==> config.mk <==
export PLATFORM = sky130hd
export DESIGN_NAME = internet_checksum_engine
export DESIGN_NICKNAME = d
export VERILOG_FILES = /design/src/rtl/ice_pkg.sv /design/src/rtl/internet_checksum_engine.sv /design/src/rtl/ice_cfg_regs.sv /design/src/rtl/ice_accum.sv /design/src/rtl/ice_finish.sv
export VERILOG_INCLUDE_DIRS = /design/src /design/src/rtl
export SDC_FILE = /design/constraint.sdc
export NUM_CORES = 1
export LEC_CHECK = 0
export BUFFER_PORTS_ARGS = -buffer_cell sky130_fd_sc_hd__buf_2
export CAP_MARGIN = 20
export CELL_PAD_IN_SITES_DETAIL_PLACEMENT = 0
export CELL_PAD_IN_SITES_GLOBAL_PLACEMENT = 1
export CORE_ASPECT_RATIO = 2
export CORE_MARGIN = 2
export CORE_UTILIZATION = 33
export DETAILED_ROUTE_END_ITERATION = 10
export GPL_ROUTABILITY_DRIVEN = 0
export PLACE_DENSITY = 0.67
export REMOVE_ABC_BUFFERS = 1
export SLEW_MARGIN = 30
export SYNTH_ARGS = -nofsm -noshare
export SYNTH_HDL_FRONTEND = slang
export SYNTH_HIERARCHICAL = 1
export SYNTH_SLANG_ARGS = --single-unit
==> constraint.sdc <==
create_clock -name clk -period 9.9 [get_ports clk]
set_input_delay 0.495 -clock clk [delete_from_list [all_inputs] [get_ports clk]]
set_output_delay 0.495 -clock clk [all_outputs]
set_load 0.01 [all_outputs]
==> src/rtl/internet_checksum_engine_defines.svh <==
// Assertion macros used by the top-level checksum engine module.
`ifndef INTERNET_CHECKSUM_ENGINE_DEFINES_SVH
`define INTERNET_CHECKSUM_ENGINE_DEFINES_SVH

// Consequent must hold in the same cycle as the antecedent.
`define ICE_ASSERT_SAME(label, clock, rstn, ante, cons, msg) \
	label: assert property (@(posedge clock) disable iff (!rstn) (ante) |-> (cons)) \
		else $error(msg);

// Consequent must hold in the cycle after the antecedent.
`define ICE_ASSERT_NEXT(label, clock, rstn, ante, cons, msg) \
	label: assert property (@(posedge clock) disable iff (!rstn) (ante) |=> (cons)) \
		else $error(msg);

`endif

==> src/rtl/ice_pkg.sv <==
// Types, register codes and helper functions of the Internet checksum engine.
`default_nettype none

package ice_pkg;

	localparam int unsigned BYTE_W    = 8;
	localparam int unsigned WORD_W    = 16;
	localparam int unsigned TOTAL_W   = WORD_W + 2;
	localparam int unsigned CFG_IDX_W = 2;

	localparam logic [WORD_W-1:0] ALL_ONES = 16'hFFFF;

	// Configuration register indexes.
	typedef enum logic [CFG_IDX_W-1:0] {
		CFG_INCLUDE_PSEUDO  = 2'd0,
		CFG_ZERO_TO_ONES    = 2'd1,
		CFG_PROTOCOL_NUMBER = 2'd2
	} ice_cfg_index_t;

	// Current configuration register contents.
	typedef struct packed {
		logic              include_pseudo;
		logic              zero_to_ones;
		logic [BYTE_W-1:0] protocol_number;
	} ice_cfg_t;

	// Record handed from the accumulator to the finishing stages at packet end.
	typedef struct packed {
		logic [WORD_W-1:0] sum;
		logic [WORD_W-1:0] pad;
		logic [WORD_W-1:0] length;
	} ice_tail_t;

	// One finished result.
	typedef struct packed {
		logic [WORD_W-1:0] length;
		logic [WORD_W-1:0] checksum;
	} ice_result_t;

	// One's complement add with end-around carry.
	function automatic logic [WORD_W-1:0] oc_add(input logic [WORD_W-1:0] a,
			input logic [WORD_W-1:0] b);
		logic [WORD_W:0] s;
		s = {1'b0, a} + {1'b0, b};
		return s[WORD_W-1:0] + {{(WORD_W-1){1'b0}}, s[WORD_W]};
	endfunction

endpackage

`default_nettype wire

==> src/rtl/internet_checksum_engine.sv <==
// A packet's last byte is registered into the tail stage, then the sum stage, then the
// result register. Throughput: one byte per cycle while the tail stage can take a record;
// back-to-back packets give up to one result per cycle. The limit is the single
// end-around-carry add per byte in the accumulator. Stalls on the result side fill the
// three result stages before input stops. Reset (arst_n low, asynchronous) clears the sums,
// counters, valid flags and configuration registers; the payload registers are not reset.
`default_nettype none
`include "internet_checksum_engine_defines.svh"

module internet_checksum_engine (
	input  wire logic                           clk,
	input  wire logic                           arst_n,
	// Input byte stream.
	input  wire logic                           s_tvalid,
	output logic                                s_tready,
	input  wire logic [7:0]                     s_tdata,   // [7:0] data_byte
	input  wire logic [0:0]                     s_tuser,   // [0] is_address
	input  wire logic                           s_tlast,   // last_byte
	// Result stream.
	output logic                                m_tvalid,
	input  wire logic                           m_tready,
	output logic [31:0]                         m_tdata,   // [15:0] checksum, [31:16] data_length
	// Configuration writes.
	input  wire logic                           cfg_valid,
	output logic                                cfg_ready,
	input  wire logic [ice_pkg::CFG_IDX_W-1:0]  cfg_index,
	input  wire logic [ice_pkg::BYTE_W-1:0]     cfg_data
);
	import ice_pkg::*;

	ice_cfg_t    cfg;
	ice_tail_t   tail;
	ice_result_t res;
	logic        tail_valid;
	logic        tail_ready;

	ice_cfg_regs u_cfg (
		.clk       (clk),
		.arst_n    (arst_n),
		.cfg_valid (cfg_valid),
		.cfg_ready (cfg_ready),
		.cfg_index (cfg_index),
		.cfg_data  (cfg_data),
		.cfg       (cfg)
	);

	ice_accum u_accum (
		.clk        (clk),
		.arst_n     (arst_n),
		.in_valid   (s_tvalid),
		.in_ready   (s_tready),
		.data_byte  (s_tdata),
		.is_address (s_tuser[0]),
		.last_byte  (s_tlast),
		.tail_valid (tail_valid),
		.tail_ready (tail_ready),
		.tail       (tail)
	);

	ice_finish u_finish (
		.clk        (clk),
		.arst_n     (arst_n),
		.cfg        (cfg),
		.tail_valid (tail_valid),
		.tail_ready (tail_ready),
		.tail       (tail),
		.res_valid  (m_tvalid),
		.res_ready  (m_tready),
		.res        (res)
	);

	assign m_tdata = res;

	// A transferred last byte always lands in the tail stage.
	`ICE_ASSERT_NEXT(a_last_to_tail, clk, arst_n, s_tvalid && s_tready && s_tlast, tail_valid, "last byte lost before tail stage")

	// Input back-pressure only comes from an occupied tail stage.
	`ICE_ASSERT_SAME(a_ready_cause, clk, arst_n, !s_tready, tail_valid, "input stalled with empty tail stage")

	// A stalled tail record keeps its contents.
	`ICE_ASSERT_NEXT(a_tail_hold, clk, arst_n, tail_valid && !tail_ready, tail_valid && $stable(tail), "stalled tail record changed")

endmodule

`default_nettype wire

==> src/rtl/ice_cfg_regs.sv <==
// Configuration register bank of the checksum engine.
`default_nettype none

module ice_cfg_regs (
	input  wire logic                           clk,
	input  wire logic                           arst_n,
	input  wire logic                           cfg_valid,
	output logic                                cfg_ready,
	input  wire logic [ice_pkg::CFG_IDX_W-1:0]  cfg_index,
	input  wire logic [ice_pkg::BYTE_W-1:0]     cfg_data,
	output ice_pkg::ice_cfg_t                   cfg
);
	import ice_pkg::*;

	ice_cfg_t cfg_q;

	// Writes are always taken; an unknown index is dropped.
	assign cfg_ready = 1'b1;
	assign cfg       = cfg_q;

	always_ff @(posedge clk or negedge arst_n) begin
		if (!arst_n) begin
			cfg_q <= '0;
		end else if (cfg_valid) begin
			case (ice_cfg_index_t'(cfg_index))
				CFG_INCLUDE_PSEUDO: begin
					cfg_q.include_pseudo <= cfg_data[0];
				end
				CFG_ZERO_TO_ONES: begin
					cfg_q.zero_to_ones <= cfg_data[0];
				end
				CFG_PROTOCOL_NUMBER: begin
					cfg_q.protocol_number <= cfg_data;
				end
				default: begin
					cfg_q <= cfg_q;
				end
			endcase
		end
	end

endmodule

`default_nettype wire

==> src/rtl/ice_accum.sv <==
// Byte pairing, running one's complement sum and payload counter.
`default_nettype none

module ice_accum (
	input  wire logic                       clk,
	input  wire logic                       arst_n,
	input  wire logic                       in_valid,
	output logic                            in_ready,
	input  wire logic [ice_pkg::BYTE_W-1:0] data_byte,
	input  wire logic                       is_address,
	input  wire logic                       last_byte,
	output logic                            tail_valid,
	input  wire logic                       tail_ready,
	output ice_pkg::ice_tail_t              tail
);
	import ice_pkg::*;

	logic [WORD_W-1:0] word_sum_q;
	logic [WORD_W-1:0] count_q;
	logic [BYTE_W-1:0] hold_q;
	logic              odd_q;
	logic              valid_s1;
	ice_tail_t         tail_s1;

	logic              accept;
	logic [WORD_W-1:0] sum_next;
	logic [WORD_W-1:0] count_next;
	logic [WORD_W-1:0] pad_next;

	// The tail stage frees up when it is empty or drains this cycle.
	assign in_ready   = !valid_s1 || tail_ready;
	assign accept     = in_valid && in_ready;
	assign tail_valid = valid_s1;
	assign tail       = tail_s1;

	// Complete a pair on the second byte; a lone first byte becomes the pad word.
	always_comb begin
		sum_next   = odd_q ? oc_add(word_sum_q, {hold_q, data_byte}) : word_sum_q;
		count_next = is_address ? count_q : count_q + 16'd1;
		pad_next   = odd_q ? '0 : {data_byte, {BYTE_W{1'b0}}};
	end

	// Running state; a packet end starts the next packet from zero.
	always_ff @(posedge clk or negedge arst_n) begin
		if (!arst_n) begin
			word_sum_q <= '0;
			count_q    <= '0;
			odd_q      <= 1'b0;
		end else if (accept) begin
			if (last_byte) begin
				word_sum_q <= '0;
				count_q    <= '0;
				odd_q      <= 1'b0;
			end else begin
				word_sum_q <= sum_next;
				count_q    <= count_next;
				odd_q      <= !odd_q;
			end
		end
	end

	// Held high byte is only read while a pair is open.
	always_ff @(posedge clk) begin
		if (accept && !odd_q) begin
			hold_q <= data_byte;
		end
	end

	// Tail stage valid flag.
	always_ff @(posedge clk or negedge arst_n) begin
		if (!arst_n) begin
			valid_s1 <= 1'b0;
		end else if (accept && last_byte) begin
			valid_s1 <= 1'b1;
		end else if (tail_ready) begin
			valid_s1 <= 1'b0;
		end
	end

	// Tail stage payload.
	always_ff @(posedge clk) begin
		if (accept && last_byte) begin
			tail_s1.sum    <= sum_next;
			tail_s1.pad    <= pad_next;
			tail_s1.length <= count_next;
		end
	end

endmodule

`default_nettype wire

==> src/rtl/ice_finish.sv <==
// Pad and pseudo-header addition, fold, complement and result register.
`default_nettype none

module ice_finish (
	input  wire logic          clk,
	input  wire logic          arst_n,
	input  wire ice_pkg::ice_cfg_t  cfg,
	input  wire logic          tail_valid,
	output logic               tail_ready,
	input  wire ice_pkg::ice_tail_t tail,
	output logic               res_valid,
	input  wire logic          res_ready,
	output ice_pkg::ice_result_t res
);
	import ice_pkg::*;

	logic               valid_s2;
	logic [TOTAL_W-1:0] total_s2;
	logic [WORD_W-1:0]  length_s2;
	logic               out_valid_q;
	ice_result_t        out_q;

	logic               s2_ready;
	logic [WORD_W-1:0]  proto_word;
	logic [WORD_W-1:0]  len_word;
	logic [TOTAL_W-1:0] total;
	logic [WORD_W:0]    fold1;
	logic [WORD_W-1:0]  fold2;
	logic [WORD_W-1:0]  cks;

	// Each stage moves on when the one after it is empty or draining.
	assign s2_ready   = !out_valid_q || res_ready;
	assign tail_ready = !valid_s2 || s2_ready;
	assign res_valid  = out_valid_q;
	assign res        = out_q;

	// Plain sum of all remaining terms; the end-around carries come in the fold.
	always_comb begin
		proto_word = cfg.include_pseudo ? {{(WORD_W-BYTE_W){1'b0}}, cfg.protocol_number} : '0;
		len_word   = cfg.include_pseudo ? tail.length : '0;
		total      = {2'b00, tail.sum} + {2'b00, tail.pad}
		           + {2'b00, proto_word} + {2'b00, len_word};
	end

	// Fold twice, complement, and optionally map zero to all ones.
	always_comb begin
		fold1 = {1'b0, total_s2[WORD_W-1:0]}
		      + {{(WORD_W-1){1'b0}}, total_s2[TOTAL_W-1:WORD_W]};
		fold2 = fold1[WORD_W-1:0] + {{(WORD_W-1){1'b0}}, fold1[WORD_W]};
		cks   = ~fold2;
		if (cfg.zero_to_ones && cks == '0) begin
			cks = ALL_ONES;
		end
	end

	// Valid flags of the sum stage and the result register.
	always_ff @(posedge clk or negedge arst_n) begin
		if (!arst_n) begin
			valid_s2    <= 1'b0;
			out_valid_q <= 1'b0;
		end else begin
			if (tail_ready) begin
				valid_s2 <= tail_valid;
			end
			if (s2_ready) begin
				out_valid_q <= valid_s2;
			end
		end
	end

	// Payload registers.
	always_ff @(posedge clk) begin
		if (tail_ready && tail_valid) begin
			total_s2  <= total;
			length_s2 <= tail.length;
		end
		if (s2_ready && valid_s2) begin
			out_q.checksum <= cks;
			out_q.length   <= length_s2;
		end
	end

endmodule

`default_nettype wire
## After elaboration in Yosys (flattened, before gate mapping)

Index checks and enable logic that the tools add are counted.

| word-level totals | value |
|---|---|
| latch bits | 0 |
| memories kept | 0 |
| bits in registers | 168 |
| logic and storage cells | 57 |
| memory bits (read-only) | 0 |
| memory bits (writable) | 0 |

| cells by class | value |
|---|---|
| div/mod/pow operators | 0 |
| reduce and logical (&&, ||, !) cells | 19 |
| shifts and indexed selects | 0 |
| add/subtract/negate cells | 8 |
| multipliers | 0 |
| bitwise operators | 1 |
| multiplexer cells | 9 |
| magnitude comparators | 0 |
| eq/ne operators | 2 |

Operators by type and width:

| operator | count |
|---|---|
| $mux W16 | 5 |
| $add A18 B16 Y18 | 2 |
| $add A16 B16 Y17 | 2 |
| $add A16 B1 Y16 | 2 |
| $add A16 B2 Y17 | 1 |
| $add A16 B1 Y16 const B | 1 |
| $logic_not A16 Y1 | 1 |
| $not A16 Y16 | 1 |
| $mux W8 | 1 |
| $logic_and A1 B1 Y1 | 6 |
| $reduce_and A2 Y1 | 3 |
| $logic_not A1 Y1 | 4 |
| $logic_or A1 B1 Y1 | 3 |
| $mux W1 | 3 |
| $eq A2 B1 Y1 const B | 1 |
| $eq A2 B2 Y1 const B | 1 |
| $logic_not A2 Y1 | 1 |
| $reduce_bool A2 Y1 | 1 |

## Depth between registers and ports, before layout

| depth | value |
|---|---|
| depth after elaboration | 7 |
| depth in mapped cells | 18 |
| depth with buffers taken out | 18 |

## Modules after synthesis

Netlist, hierarchy kept.

Modules (own cells, without submodules):

| module | area each (µm²) | sequential area each (µm²) | cells an instance | instances |
|---|---|---|---|---|
| ice_finish | 4,581.9 | 2,031.9 | 387 | 1 |
| ice_accum | 4,475.5 | 2,292.2 | 413 | 1 |
| ice_cfg_regs | 409.1 | 250.2 | 25 | 1 |

## Least setup slack after synthesis

No wires, ideal clock.

| path | value |
|---|---|
| path kind | register -> register |
| from | register u_cfg.cfg_q, in the netlist u_cfg/cfg[9] |
| to | register u_finish.total_s2[17] (data pin) |
| slack | 5,853 ps |
| setup time | 271 ps |
| cell stages (with the launch flop) | 15 |
| arrival | 3,776 ps |
| cell sequence | dfrtp_1 clkbuf_1 nand2_1 fa_1 inv_1 fa_1 ha_1 fa_1 a21o_1 a21oi_1 o21a_1 o21ai_0 or2_2 a311oi_1 o21ai_0 |

| between the ends | value |
|---|---|
| word-level cells in the longest chain between the ends | 3 |
| elaborated cells on any way between the ends | 4 |
| those cells by class | add/sub: 2; mux: 2 |

Ends and longest elaborated chain:

| element | line | source |
|---|---|---|
| from (decl) | ice_cfg_regs.sv:15 | `ice_cfg_t cfg_q;` |
| from (signal assigned) | ice_cfg_regs.sv:36 | `cfg_q <= cfg_q;` |
| $mux W8 | ice_finish.sv:39 | `proto_word = cfg.include_pseudo ? {{(WORD_W-BYTE_W){1'b0}}, cfg.protocol_number} : '0;` |
| $add A18 B16 Y18 | ice_finish.sv:42 | `+ {2'b00, proto_word} + {2'b00, len_word};` |
| $add A18 B16 Y18 * | ice_finish.sv:42 |  |
| via u_finish.total[17] | ice_finish.sv:26 | `logic [TOTAL_W-1:0] total;` |
| to (signal assigned) | ice_finish.sv:74 | `total_s2 <= total;` |
| to (decl) | ice_finish.sv:18 | `logic [TOTAL_W-1:0] total_s2;` |

Mark *: on every way through the listed nets, which the timed path passes. The rest lies on a longest branch.
A chain may end at the register's enable or synchronous reset.

## Final worst setup path

Same ends and word-level chain as after synthesis.

==> key figures <==
Layout
  – Seq. cell area: 0.00457 mm2
  – NumNets Final: 980
  – Synthesis-to-layout area growth: 13.0%
  – Layout Cells excl Fill: ~1300
  – Fin util: approximately 38%
  – Fraction of layout cells with a size suffix above 1: approximately 17%
  – Fillcell total: roughly 2800
  – Area of the multi-input gates: roughly 0.0046 mm2
  – N_diodes: 0
  – Commonest non-fill, non-tap cell in the layout: edfxtp_1
  – Most frequent cells in the layout: edfxtp_1 (114), nand2_1 (74), buf_2 (58)

Detailed routing
  – Initial drt markers: between 300 and 400
  – DRC viols: 0
  – Wirelength per Cell: around 17 um
  – Via/cell ratio: about 4.9
  – DRT antenna net count: 0
  – Via count: 6117
  – Pre-antenna DRT Iters: 5
  – Detailed Route WL: 20.7 mm

Timing
  – Min setup slack post-route: roughly 5400 ps
  – Rel. slew slack: 53.7%
  – Clk_skew: ~18 ps
  – TNS Setup: 0 ps
  – Peak Freq: 221 MHz
  – Slew Viols, Final: 0
  – Final Hold Fails: 0
  – RSZ-0062 raised after global routing: no
  – Tcrit/Tclk final: between 40 and 50%
  – Setup violators final: 0
  – Worst-margin pin slew: slightly below 700 ps
  – Post-layout min period: between 4000 and 5000 ps

Power
  – Max IR drop VDD: about 0.13 mV
  – Clock power frac: between 20 and 30%
  – Pwr/cell area: 213 mW/mm2
  – Sw power: between 700 and 800 uW
  – P_int: between 1.5 and 2 mW
  – Leakage power: around 4.3 nW
  – Overall Power: around 2.3 mW
  – Switching fraction of total power: 33.3%
  – Logic pwr share: a little under a third
  – Reg power frac: about two fifths

Synth
  – Mean Syn Cell Area: 11.5 um2
  – Synth Cell Area: 0.00947 mm2
  – Synthesis-stage register bit count: 160
  – Post-synth ARST share: 28.7%
  – YS warnings: 6
  – Area share of fa/ha/maj cells after synthesis: 11.8%
  – Synth Instances: between 800 and 900
  – Simple-gate share of the synthesized area: 15.2%
  – Post-synthesis cell type count: 77
  – Main synth FF type: edfxtp_1
  – EDFF count, synth: ~110
  – Mux contribution to synthesized area: under 10%
  – Seq/Total Area, Yosys: between 40% and 50%
  – Combinational family with the most area after synthesis: simple AND/OR/NAND/NOR gates
  – Synth Area in XOR/XNOR: 7.51%
  – Compound-gate portion of the synthesized area: about a tenth

Worst setup path
  – CP arrival: approximately 4700 ps
  – Critical Path RT: 10070 ps
  – Chain of cells forming the critical path: nand2_1, fa_1, inv_1, fa_1, ha_1, fa_1, a21o_1, a21oi_1, o21a_1, o21ai_0, or2_2, a311oi_1, o21ai_0
  – Startpoint Class: flop
  – Crit Path Class: reg -> reg
  – Critical path's slowest cell: dfrtp_1
  – Max stage delay on crit path: 770 ps
  – Crit-path max FO: 25
  – CP Capture Type: flop
  – CP dominant cell by count: fa_1

Global route
  – Number of global-route vias before repair: between 6000 and 7000
  – Grt total ovfl: 0
  – Largest net degree at the start of global routing: 47
  – First-pass GRT wire length: 32.4 mm
  – Tot GR Track Use: between 10 and 15%
  – Initial antenna violation count: 0

Die
  – # IOs: 60
  – Die area: about 0.03 mm2
  – Height of the die: approximately 240 um
  – CORE AREA: 0.0282 mm2
  – Cell row count: 87
  – Initial Utilization: about a third
  – Die W: 124 um

Clock network
  – Setup Buffers After CTS: 0
  – Clk slew on worst S/H paths: 60 ps
  – Number of gates resized after CTS: 0
  – CTS root buffer: clkbuf_16
  – CTS tree: yes
  – H-tree depth: 4
  – TritonCTS buffer count: 17
  – Max clock buf depth: 2
  – Clock latency on the worst-skew pair: between 400 and 500 ps
  – Hold-fix buffers, CTS: 0
  – Sink Count: between 150 and 200

Place
  – DP Cell Count: approximately 1200
  – DP HPWL: between 15 and 20 mm
  – Dpl ws: about 5300 ps
  – PortBufs: between 50 and 60

Run status
  – Outcome: completed

Flow run
  – Max-cap violations: 0

Min path
  – Worst hold-check path type: in -> async
[synthesized netlist by cell type, types with 16 or more instances]
library cell | instances | area, um2
and2_1 | 17 | 106
xnor2_1 | 43 | 377
a22o_1 | 16 | 140
nand2_1 | 74 | 278
edfxtp_1 | 114 | 3420
fa_1 | 26 | 521
nand2b_1 | 17 | 106
dfrtp_1 | 46 | 1150
xor2_1 | 31 | 272
o21ai_0 | 31 | 155
inv_1 | 40 | 150
nor2_1 | 48 | 180
a21oi_1 | 39 | 195
ha_1 | 48 | 601
[cells by family after synthesis]
logic type,Yosys count
buffers and inverters,76
xor gates and xnor gates,77
and+or+nand+nor,262
muxes,25
other,2
DFF,160
AOI/OAI and AO/OA,149
adders and majority gates,74
[path summary, 6_finish.rpt]
kind / end / start / slack [ps] / cells after the start
worst min register to register: u_finish/res[16] / u_finish/length_s2[0] / 420 / 0
worst max-delay path: u_finish/total_s2[17] / u_cfg/cfg[9] / 5370 / 13
min in group clk: u_cfg/cfg[5] / cfg_data[5] / 280 / 2
worst min-delay path: u_accum/count_q[15] / arst_n / 150 / 2
max in group asynchronous: u_cfg/cfg[8] / arst_n / 9290 / 2
worst max register to register: u_finish/total_s2[17] / u_cfg/cfg[9] / 5370 / 13
[layer usage]
layer	part of all wire, %	routed length [um]	vias up	GRT usage [%]
li1	-	-	3034	-
met5	0	0	-	0
met3	2.3	474	42	2.86
met2	60	12400	112	28.3
met4	3.3	677	0	6.62
met1	34	7080	2929	13.7
[power groups by stage]
stage	clock (mW)	combinational (mW)	sequential (mW)
after floorplan	0	0.542	0.912
after global placement	0	0.714	0.926
after detailed placement	0	0.720	0.928
after CTS	0.666	0.724	0.914
after global routing	0.689	0.807	0.925
final	0.646	0.717	0.912
[layout make-up]
class / instances / area share [%]
clock buffer: 22 / 4.53
timing repair buffer: 66 / 3.46
clock inverter: 10 / 0.936
multi-input combinational: 596 / 42.7
sequential: 160 / 42.8
tap: 356 / 4.16
inverter: 40 / 1.40
[flip-flops by register name, summed over array words and instances (netlist names), 8 cells and up]
| name | count |
|---|---|
| u_finish/total_s2 | 18 |
| u_accum/word_sum_q | 16 |
| u_cfg/cfg | 10 |
| u_accum/tail | 40 |
| u_accum/hold_q | 8 |
| u_finish/res | 32 |
| u_accum/count_q | 16 |
| u_finish/length_s2 | 16 |
[metrics by stage]
stage | hold WS [ps] | instance area (um2)
3_3_place_gp | 404 | 10100
2_1_floorplan | 199 | 9290
4_1_cts | 154 | 10700
5_1_grt | 201 | 10700
6_report | 154 | 10700
3_5_place_dp | 405 | 10100
[critical path: cells and delay by family, from the launching register on]
kind / cells / cell delay, ps
adders and majority gates: 4 / 1650
and+or+nand+nor: 2 / 470
AOI/OAI and AO/OA: 6 / 1330
buffers and inverters: 1 / 50
DFF: 1 / 770
Power figures use the tool's default switching activity.
